`src/rtl/core/u8u16_pkg.sv`:
```
// Shared types and constants of the UTF-8 to UTF-16BE transcoder.
// Depends on nothing; every other file of the block imports it.
`timescale 1ns / 1ps
`default_nettype none

package u8u16_pkg;

  typedef struct packed {
    logic [7:0] in_byte;
    logic       first_of_message;
    logic       last_of_message;
  } in_word_t;

  typedef struct packed {
    logic [7:0] out_byte;
    logic       is_error;
    logic [2:0] error_code;
    logic       end_of_run;
    logic       end_of_message;
  } out_word_t;

  typedef enum logic [2:0] {
    ERR_BAD_LEAD = 3'd0,
    ERR_BAD_CONT = 3'd1,
    ERR_OVERLONG = 3'd2,
    ERR_RANGE    = 3'd3,
    ERR_SURR     = 3'd4,
    ERR_TRUNC    = 3'd5,
    ERR_CAPACITY = 3'd6
  } err_code_t;

  typedef enum logic [1:0] {
    JOB_ERR  = 2'd0,
    JOB_UNIT = 2'd1,
    JOB_PAIR = 2'd2
  } job_kind_t;

  // One decoded code point or error, handed from front to back
  typedef struct packed {
    job_kind_t  kind;
    logic [15:0] unit0;
    logic [15:0] unit1;
    err_code_t  code;
    logic       last;
  } job_t;

  localparam int unsigned CAP_WIDTH   = 12;
  localparam logic [11:0] CAP_RESET   = 12'd200;
  localparam logic [20:0] CP_MIN_2    = 21'h80;
  localparam logic [20:0] CP_MIN_3    = 21'h800;
  localparam logic [20:0] CP_MIN_4    = 21'h10000;
  localparam logic [20:0] CP_MAX      = 21'h10FFFF;
  localparam logic [20:0] SURR_LO     = 21'hD800;
  localparam logic [20:0] SURR_HI     = 21'hDFFF;
  localparam logic [5:0]  HI_SURR_TAG = 6'b110110;
  localparam logic [5:0]  LO_SURR_TAG = 6'b110111;

endpackage

`default_nettype wire

```
`src/rtl/core/utf8_to_utf16be_transcoder.sv`:
```
// Top level of the UTF-8 to UTF-16BE transcoder: front end, job queue, back end.
// Depends on u8u16_pkg, u8u16_front, u8u16_queue and u8u16_back.
`timescale 1ns / 1ps
`default_nettype none

// The block takes one UTF-8 byte per cycle while full is low and decodes it at
// once in the front end; each finished code point or error becomes one job in a
// four-entry queue. The back end gives one output word per cycle from the head
// job while pop is high: a code point up to 0xFFFF yields two bytes, a
// supplementary one four (a surrogate pair), an error one word with is_error
// set. Input keeps pace while output averages one byte per input byte; full
// rises when four jobs wait. cfg_data sets the per-message byte capacity (reset
// 200); the user must write it only while idle; the block does not enforce it.

module utf8_to_utf16be_transcoder
  import u8u16_pkg::*;
#(
  parameter int unsigned COUNT_WIDTH = 12
) (
  input  wire logic                 clk,
  input  wire logic                 rst,
  input  wire logic                 push,
  output logic                      full,
  input  wire in_word_t             in_item,
  output logic                      empty,
  input  wire logic                 pop,
  output out_word_t                 out_item,
  input  wire logic                 cfg_write,
  input  wire logic [CAP_WIDTH-1:0] cfg_data
);

  logic accept;
  logic job_valid;
  job_t job;
  job_t head;
  logic head_done;

  assign accept = push && !full;

  u8u16_front #(
    .COUNT_WIDTH(COUNT_WIDTH)
  ) u_front (
    .clk      (clk),
    .rst      (rst),
    .accept   (accept),
    .in_item  (in_item),
    .cfg_write(cfg_write),
    .cfg_data (cfg_data),
    .job_valid(job_valid),
    .job      (job)
  );

  u8u16_queue u_queue (
    .clk   (clk),
    .rst   (rst),
    .wr_en (job_valid),
    .wr_job(job),
    .rd_en (head_done),
    .rd_job(head),
    .full  (full),
    .empty (empty)
  );

  u8u16_back u_back (
    .clk       (clk),
    .rst       (rst),
    .head      (head),
    .head_valid(!empty),
    .pop       (pop),
    .head_done (head_done),
    .out_item  (out_item)
  );

endmodule

`default_nettype wire

```
`src/rtl/core/u8u16_front.sv`:
```
// Front end: accepts UTF-8 bytes, tracks the pending sequence and the message
// counters, and makes a back-end job of each code point or error. Uses u8u16_pkg.
`timescale 1ns / 1ps
`default_nettype none

module u8u16_front
  import u8u16_pkg::*;
#(
  parameter int unsigned COUNT_WIDTH = 12
) (
  input  wire logic                  clk,
  input  wire logic                  rst,
  input  wire logic                  accept,
  input  wire in_word_t              in_item,
  input  wire logic                  cfg_write,
  input  wire logic [CAP_WIDTH-1:0]  cfg_data,
  output logic                       job_valid,
  output job_t                       job
);

  localparam int unsigned LW = ((COUNT_WIDTH > CAP_WIDTH) ? COUNT_WIDTH : CAP_WIDTH) + 1;
  localparam logic [LW-1:0] COUNT_MAX = LW'((LW'(1) << COUNT_WIDTH) - LW'(1));

  logic [CAP_WIDTH-1:0]   capacity;
  logic [20:0]            partial;
  logic [1:0]             needed;
  logic [1:0]             seq_len;
  logic [COUNT_WIDTH-1:0] written;
  logic                   latched;

  logic [20:0]            partial_next;
  logic [1:0]             needed_next;
  logic [1:0]             seq_len_next;
  logic [COUNT_WIDTH-1:0] written_next;
  logic                   latched_next;

  logic [20:0]            p_eff;
  logic [1:0]             n_eff;
  logic [1:0]             s_eff;
  logic [COUNT_WIDTH-1:0] w_eff;
  logic                   l_eff;

  logic [7:0]             b;
  logic                   err;
  err_code_t              code;
  logic                   complete;
  logic                   data_ok;
  logic [20:0]            cp;
  logic [20:0]            cp_off;
  logic [LW-1:0]          limit;
  logic [LW-1:0]          sum;
  logic [LW-1:0]          cap_ext;
  logic                   is_pair;

  always_comb begin
    b       = in_item.in_byte;
    p_eff   = in_item.first_of_message ? '0 : partial;
    n_eff   = in_item.first_of_message ? '0 : needed;
    s_eff   = in_item.first_of_message ? '0 : seq_len;
    w_eff   = in_item.first_of_message ? '0 : written;
    l_eff   = in_item.first_of_message ? 1'b0 : latched;

    partial_next = p_eff;
    needed_next  = n_eff;
    seq_len_next = s_eff;
    written_next = w_eff;
    latched_next = l_eff;
    err      = 1'b0;
    code     = ERR_BAD_LEAD;
    complete = 1'b0;
    data_ok  = 1'b0;
    cp       = '0;
    is_pair  = 1'b0;
    cap_ext  = LW'(capacity);
    limit    = (cap_ext < COUNT_MAX) ? cap_ext : COUNT_MAX;
    sum      = '0;

    if (!l_eff) begin
      if (n_eff == 2'd0) begin
        if (!b[7]) begin
          cp           = {13'd0, b};
          seq_len_next = 2'd0;
          complete     = 1'b1;
        end else if (b[7:5] == 3'b110) begin
          if (b == 8'hC0) begin
            err  = 1'b1;
            code = ERR_BAD_LEAD;
          end else begin
            partial_next = {16'd0, b[4:0]};
            needed_next  = 2'd1;
            seq_len_next = 2'd1;
          end
        end else if (b[7:4] == 4'b1110) begin
          partial_next = {17'd0, b[3:0]};
          needed_next  = 2'd2;
          seq_len_next = 2'd2;
        end else if (b[7:3] == 5'b11110) begin
          partial_next = {18'd0, b[2:0]};
          needed_next  = 2'd3;
          seq_len_next = 2'd3;
        end else begin
          err  = 1'b1;
          code = ERR_BAD_LEAD;
        end
      end else begin
        if (b[7:6] != 2'b10) begin
          err  = 1'b1;
          code = ERR_BAD_CONT;
        end else begin
          partial_next = {p_eff[14:0], b[5:0]};
          needed_next  = n_eff - 2'd1;
          if (n_eff == 2'd1) begin
            cp       = partial_next;
            complete = 1'b1;
          end
        end
      end

      if (!err && !complete && in_item.last_of_message) begin
        err  = 1'b1;
        code = ERR_TRUNC;
      end

      if (complete) begin
        is_pair = cp > 21'hFFFF;
        sum     = LW'(w_eff) + (is_pair ? LW'(4) : LW'(2));
        if ((s_eff == 2'd1 && cp < CP_MIN_2) || (s_eff == 2'd2 && cp < CP_MIN_3) ||
            (s_eff == 2'd3 && cp < CP_MIN_4)) begin
          err  = 1'b1;
          code = ERR_OVERLONG;
        end else if (cp > CP_MAX) begin
          err  = 1'b1;
          code = ERR_RANGE;
        end else if (cp >= SURR_LO && cp <= SURR_HI) begin
          err  = 1'b1;
          code = ERR_SURR;
        end else if (sum > limit) begin
          err  = 1'b1;
          code = ERR_CAPACITY;
        end else begin
          data_ok      = 1'b1;
          written_next = sum[COUNT_WIDTH-1:0];
        end
        partial_next = '0;
        seq_len_next = '0;
      end

      if (err) begin
        latched_next = 1'b1;
        partial_next = '0;
        needed_next  = '0;
        seq_len_next = '0;
      end
    end

    cp_off    = cp - CP_MIN_4;
    job_valid = accept && (err || data_ok);
    job.code  = code;
    job.last  = in_item.last_of_message;
    if (err) begin
      job.kind  = JOB_ERR;
      job.unit0 = '0;
      job.unit1 = '0;
    end else if (is_pair) begin
      job.kind  = JOB_PAIR;
      job.unit0 = {HI_SURR_TAG, cp_off[19:10]};
      job.unit1 = {LO_SURR_TAG, cp_off[9:0]};
    end else begin
      job.kind  = JOB_UNIT;
      job.unit0 = cp[15:0];
      job.unit1 = '0;
    end
  end

  always_ff @(posedge clk) begin
    if (rst) begin
      capacity <= CAP_RESET;
      partial  <= '0;
      needed   <= '0;
      seq_len  <= '0;
      written  <= '0;
      latched  <= 1'b0;
    end else begin
      if (cfg_write) begin
        capacity <= cfg_data;
      end
      if (accept) begin
        partial <= partial_next;
        needed  <= needed_next;
        seq_len <= seq_len_next;
        written <= written_next;
        latched <= latched_next;
      end
    end
  end

endmodule

`default_nettype wire

```
`src/rtl/core/u8u16_queue.sv`:
```
// Four-entry job queue between front and back end.
// Uses u8u16_pkg for the job type.
`timescale 1ns / 1ps
`default_nettype none

module u8u16_queue
  import u8u16_pkg::*;
(
  input  wire logic clk,
  input  wire logic rst,
  input  wire logic wr_en,
  input  wire job_t wr_job,
  input  wire logic rd_en,
  output job_t      rd_job,
  output logic      full,
  output logic      empty
);

  localparam int unsigned DEPTH = 4;
  localparam int unsigned AW    = $clog2(DEPTH);

  job_t          slots [DEPTH];
  logic [AW-1:0] wr_ptr;
  logic [AW-1:0] rd_ptr;
  logic [AW:0]   count;

  assign full   = count == (AW + 1)'(DEPTH);
  assign empty  = count == '0;
  assign rd_job = slots[rd_ptr];

  always_ff @(posedge clk) begin
    if (wr_en) begin
      slots[wr_ptr] <= wr_job;
    end
  end

  always_ff @(posedge clk) begin
    if (rst) begin
      wr_ptr <= '0;
      rd_ptr <= '0;
      count  <= '0;
    end else begin
      if (wr_en) begin
        wr_ptr <= wr_ptr + AW'(1);
      end
      if (rd_en) begin
        rd_ptr <= rd_ptr + AW'(1);
      end
      count <= count + (AW + 1)'(wr_en) - (AW + 1)'(rd_en);
    end
  end

endmodule

`default_nettype wire

```
`src/rtl/core/u8u16_back.sv`:
```
// Back end: walks the job at the head of the queue one output word at a time.
// Uses u8u16_pkg for the job and result types.
`timescale 1ns / 1ps
`default_nettype none

module u8u16_back
  import u8u16_pkg::*;
(
  input  wire logic clk,
  input  wire logic rst,
  input  wire job_t head,
  input  wire logic head_valid,
  input  wire logic pop,
  output logic      head_done,
  output out_word_t out_item
);

  logic [1:0] idx;
  logic [1:0] last_idx;
  logic       final_word;

  always_comb begin
    case (head.kind)
      JOB_UNIT: last_idx = 2'd1;
      JOB_PAIR: last_idx = 2'd3;
      default:  last_idx = 2'd0;
    endcase
    final_word = idx == last_idx;
    head_done  = pop && head_valid && final_word;

    case (idx)
      2'd0:    out_item.out_byte = head.unit0[15:8];
      2'd1:    out_item.out_byte = head.unit0[7:0];
      2'd2:    out_item.out_byte = head.unit1[15:8];
      default: out_item.out_byte = head.unit1[7:0];
    endcase
    out_item.is_error       = head.kind == JOB_ERR;
    out_item.error_code     = (head.kind == JOB_ERR) ? head.code : 3'd0;
    out_item.end_of_run     = final_word;
    out_item.end_of_message = final_word && head.last && head.kind != JOB_ERR;
  end

  // advance within the job, restart at the next one
  always_ff @(posedge clk) begin
    if (rst) begin
      idx <= '0;
    end else if (pop && head_valid) begin
      idx <= final_word ? 2'd0 : idx + 2'd1;
    end
  end

endmodule

`default_nettype wire
```
`config.mk`:
```
export PLATFORM = sky130hd
export DESIGN_NAME = utf8_to_utf16be_transcoder
export DESIGN_NICKNAME = d
export VERILOG_FILES = /design/src/rtl/core/u8u16_pkg.sv /design/src/rtl/core/utf8_to_utf16be_transcoder.sv /design/src/rtl/core/u8u16_front.sv /design/src/rtl/core/u8u16_queue.sv /design/src/rtl/core/u8u16_back.sv
export SDC_FILE = /design/constraint.sdc
export NUM_CORES = 1
export LEC_CHECK = 0
export ABC_AREA = 1
export BUFFER_PORTS_ARGS = -buffer_cell sky130_fd_sc_hd__buf_2
export CELL_PAD_IN_SITES_DETAIL_PLACEMENT = 1
export CELL_PAD_IN_SITES_GLOBAL_PLACEMENT = 1
export CORE_MARGIN = 4
export CORE_UTILIZATION = 40
export DETAILED_ROUTE_END_ITERATION = 16
export GPL_TIMING_DRIVEN = 0
export PLACE_DENSITY = 0.74
export SLEW_MARGIN = 20
export SYNTH_ARGS = -nofsm -noshare
export SYNTH_HDL_FRONTEND = slang
export SYNTH_HIERARCHICAL = 1
export SYNTH_SLANG_ARGS = --single-unit
```
`constraint.sdc`:
```
create_clock -name clk -period 6.8 [get_ports clk]
set_clock_uncertainty 0.15 [all_clocks]
set_input_delay 2.04 -clock clk [delete_from_list [all_inputs] [get_ports clk]]
set_output_delay 2.04 -clock clk [all_outputs]
set_load 0.005 [all_outputs]
```
# --- Word level (Yosys, flattened, before mapping) ---
# Memory sizes are Yosys's and may differ from the RTL's. A register that Yosys moved wholly into a read port is not among the register bits.
# Cells that the tools add are included.
# Widths: inputs -> output; s select.
totals:
  output_inout_bits: 16
  ram_bits: 152
  ff_bits: 59
  in_bits: 27
  mem_count: 1
classes:
  order_cmp: 9
  add_sub_neg: 8
  n_eq_ne: 15
  mux: 97
  n_reduce_logical: 24
memory_table:
  columns: ["name", "words", "word_bits", "read_ports", "rd_ports_with_merged_regs", "write_ports", "line", "text"]
  rows:
  - ["u_queue.slots", 4, 38, 1, 1, 1, "u8u16_queue.sv:22", "job_t slots [DEPTH];"]
op_table:
  columns: ["operator", "count"]
  rows:
  - ["$mux 21", 15]
  - ["$mux 12", 8]
  - ["$mux 34", 2]
  - ["$mux 2", 23]
  - ["$mux 1", 35]
  - ["$mux 3", 10]
  - ["$pmux 8 s3", 1]
  - ["$ge 21x16->1 const B", 1]
  - ["$gt 21x16->1 const B", 1]
  - ["$gt 21x21->1 const B", 1]
  - ["$le 21x16->1 const B", 1]
  - ["$lt 21x12->1 const B", 1]
  - ["$lt 21x17->1 const B", 1]
  - ["$lt 21x8->1 const B", 1]
  - ["$mux 20", 1]
  - ["$sub 20x17->20 const B", 1]
  - ["$add 12x13->13", 1]
  - ["$gt 13x13->1", 1]
  - ["$logic_and 1x1->1", 12]
  - ["$lt 12x12->1 const B", 1]
  - ["$eq 2x1->1 const B", 4]
  - ["$eq 2x2->1 const B", 4]
  - ["$eq 8x8->1 const B", 1]
  - ["$mux 7", 1]
  - ["other kinds (15)", 25]

# --- Logic depth before layout (Yosys ltp) ---
depth:
  word_depth: 22
  mapped_depth: 35
  mapped_depth_nobuf: 31

# --- Hierarchy ---
# The synthesis kept the hierarchy.
modules_own_cells:
  columns: ["module", "n_inst", "cells_per_inst", "area_per_inst_um2"]
  rows:
  - ["u8u16_queue", 1, 498, 6620.1]
  - ["u8u16_front", 1, 657, 3947.5]
  - ["u8u16_back", 1, 88, 490.5]
  - ["utf8_to_utf16be_transcoder", 1, 3, 13.8]

# --- Least setup slack after synthesis ---
# OpenSTA, ideal clock, no wires.
synth_timing:
  path_type: "input port to flip-flop"
  from: "input port in_item[1] (netlist bit)"
  to: "memory u_queue/slots[0][15] (netlist bit), data pin"
  arrival_time_ps: 6036
  t_required_ps: 6396
  setup_ps: 254
  path_stages: 33
  setup_slack_ps: 360
  cell_sequence: "buf_2 > inv_2 > buf_4 > buf_2 > nand2_1 > ha_1 > inv_1 > nand2_1 > nor2_4 > o21ai_1 > nand3_2 > inv_2 > ha_1 > fa_1 > nand3_1 > nor2_1 > nand3_1 > nor2_1 > nand3_1 > xor2_1 > inv_1 > ha_1 > inv_1 > o211ai_1 > inv_1 > nand2_1 > nand2_2 > nand3_4 > nand2_2 > nand2_2 > buf_6 > inv_1 > buf_4"
synth_rtl:
  columns: ["element", "line", "text"]
  rows:
  - ["start, declared", "utf8_to_utf16be_transcoder.sv:24", "input wire in_word_t in_item,"]
  - ["end, declared", "u8u16_queue.sv:22", null]

==> metrics <==
Slowest Stage Delay on Critical Path=360 ps; PwrDens=305.4 nW/um^2; worst reg2reg path startpoint=u_front/needed[1]$_SDFFE_PP0P_; fin crit share=95.71%; adder and majority gate portion of the synthesized area=3.639%; diode count=0; CTS sink count=207; most frequent CP cell=inv_1; hold path start=u_front/written[0]$_SDFFE_PP0P_; CORE AREA=27100 sq um; syn avg cell area=8.886 sq um; reg2reg end=u_queue/slots[0][19]$_DFFE_PP_; Setup violations, final=0; compound-cell area share of the yosys netlist=16.08%; Synth Cell Area=11070 sq um; row count=60; # DRC=0; Post-Synthesis Cells=1246; synthesis-to-finish area growth=14.40%; setup tns final=0 ps; DR vias=8876; final WL=32260 microns; net switching power=0.001337 W; Max IR drop VDD=0.1972 mV; Pins Over Slew Limit=0; share of power burned in registers=39.9%; H-tree Lvls=1; leading area contributor after synthesis=edfxtp_1; Slowest-stage cell, CP=fa_2; simple-gate share of the synthesized area=17.20%; leak pwr=5.222 nW; Synth area leaders=edfxtp_1 (41%), dfxtp_1 (9.9%), nand2_1 (7.7%); CTS max path bufs=3; Crit. End Element=flip-flop; Worst Tran Pin Value=794.0 ps; initial drt markers=562; first-pass GRT wire length=50840 microns; hold depth=2; cts bufs inserted=23; Routed Antenna Nets=0; dpl hpwl=23300 microns; Hold/Removal Path Class=flip-flop to flip-flop; fillers=3179; Max Cap Viol=0; clk_lat worst skew=530 ps; CP Buf/Inv Count=12; root buffer cell=clkbuf_16; commonest non-fill, non-tap cells in the layout=nand2_1 (226), inv_1 (199), edfxtp_1 (152); synth unique cells=45; Layout Nets=1379; commonest non-fill, non-tap cell in the layout=nand2_1; slew margin rel.=47.07%; PortBufs=41; Global Route Usage Sum=20.92%; Die ar.=30400 sq um; Routability Congestion=0.8375; DRT Pass-1 Iters=5; ratio of cells with drive above 1 in the final layout=16.90%; number of synthesized flops with an enable pin=152; FF-to-FF path depth=29; hold endpoint=u_front/written[0]$_SDFFE_PP0P_; combinational group share of total power=30.0%; asr flop ratio synth=0%; fmax=153.6 MHz; Switching Share=34.56%; yosys warns=6; grt total ovfl=0; post-synthesis net count=1304; top_reg_cell synth=edfxtp_1; startpoint types=input pin; Post-Synth XOR/XNOR Area=0.6328%; TritonCTS clock tree=done; r2r setup slk=2020 ps; CP required=6930 ps; drt wl/cell=18.88 microns; Final Util=46.74%; Top Family by Delay on Critical Path=simple AND/OR/NAND/NOR gates; top cell type's share of synthesized area=41.22%; vias in the first global route=9319; Initial Utilization=40.85%; RSZ-0062 raised after global routing=yes; Chip Width=174.4 microns; Critical Path AT=6640 ps; Clock power frac=30.1%; cell-internal power=0.002532 W; mux share of post-synthesis cell area=0%; largest net degree at the start of global routing=30; Tmin final=6509 ps; run status=complete, no violations; largest family of logic cells by synthesized area=simple AND/OR/NAND/NOR gates; IO Pins=43; Seq/Total Area, Yosys=51.17%; Crit Path Max Fanout=10; Worst Setup Path Type=input pin to flip-flop; height of the die=174.4 microns; clock-pin slew on the worst setup and hold paths=60 ps; routed vias/inst=5.194; initial antenna violation count=0; Yosys reg bits=207; final hold violation count=0
-- logic make-up after synthesis --
logic type,after synthesis
compound gates,286
other cells,1
buf+inv,280
xor+xnor,8
flops,207
simple gates,433
fa+ha+maj,31
-- worst reg2reg max path, delay by kind of cell (launching register included) --
kind	cells	cell delay [ps]
simple gates	14	1570
compound gates	2	300
xor+xnor	1	150
flops	1	360
fa+ha+maj	4	1080
buf+inv	8	930
-- how the worst max path moves through the flow --
| stage | start | end | slack [ps] | cells after the start |
|---|---|---|---|---|
| detailed placement | in_item[1] | u_queue/slots[0][33]$_DFFE_PP_ | -950 | 32 |
| CTS | in_item[1] | u_queue/slots[2][37]$_DFFE_PP_ | 7 | 33 |
| global placement | in_item[1] | u_queue/slots[2][34]$_DFFE_PP_ | -850 | 30 |
| global route | in_item[1] | u_queue/slots[1][19]$_DFFE_PP_ | -30 | 33 |
| finish | in_item[1] | u_queue/slots[0][19]$_DFFE_PP_ | 290 | 33 |
| floorplan | in_item[1] | u_queue/slots[0][15]$_DFFE_PP_ | 360 | 33 |
-- area by class of cell --
type,count,area (sq um),share of cell area [%]
repair buffers,50,322.8,2.549
flip-flops and latches,207,5665,44.73
inverters,215,813.3,6.421
clock buffers,28,594.3,4.692
plain buffers,65,461.7,3.645
well taps,372,465.4,3.675
clock inverters,13,98.84,0.7804
multi-input cells,759,4244,33.51
-- synth_stat cells, types with 13 or more instances --
| cell | instances |
|---|---|
| a21oi_1 | 105 |
| buf_4 | 15 |
| buf_6 | 14 |
| clkbuf_1 | 20 |
| dfxtp_1 | 55 |
| edfxtp_1 | 152 |
| ha_1 | 29 |
| inv_1 | 204 |
| nand2_1 | 228 |
| nand2_2 | 13 |
| nand3_1 | 57 |
| nor2_1 | 81 |
| nor2_2 | 14 |
| nor3_1 | 17 |
| o211ai_2 | 36 |
| o21ai_0 | 97 |
-- what timing repair did --
item	4_1_cts	5_1_grt
setup endpoints to repair	140	143
endpoints found under the hold margin	0	0
buffers inserted	3	2
hold buffers	0	0
pin swaps	1	2
resized for setup	10	19
-- power by group through the flow --
| stage | registers, W | logic, W | clock network [W] |
|---|---|---|---|
| after floorplan | 0.00156 | 0.000741 | 0 |
| after global placement | 0.00157 | 0.00111 | 0 |
| after detailed placement | 0.00157 | 0.00116 | 0 |
| after CTS | 0.00154 | 0.00116 | 0.00119 |
| after global routing | 0.00155 | 0.00129 | 0.00125 |
| final | 0.00154 | 0.00116 | 0.00117 |
-- per-layer routing --
layer	track usage, %	share of wire, %	up-vias	routed length (microns)
met4	5.477	2.4	0	779
li1	-	-	4294	-
met3	2.632	3.3	58	1051
met2	37.93	51	162	16350
met5	0	0	-	0
met1	26.36	44	4362	14080
-- state kept, by name, summed over array words and instances, names as in the netlist, 3 cells and up, named ones only --
| signal | flops |
|---|---|
| u_front/capacity | 12 |
| u_queue/slots | 152 |
| u_queue/count | 3 |
| u_front/partial | 15 |
| u_front/written | 12 |
-- through the flow --
stage	total power, W	area (sq um)	worst slack [ps]	hold slack, ps	cells
5_1_grt	0.004099	12670	-26.49	333.5	1709
3_5_place_dp	0.002726	11820	-952.7	303.1	1663
2_1_floorplan	0.002298	11070	360.5	271.5	1246
6_report	0.003869	12670	291.4	313.3	1709
3_3_place_gp	0.002675	11740	-853.2	286.2	1659
4_1_cts	0.003899	12570	6.694	312.4	1707
Power figures use the tool's default switching activity.
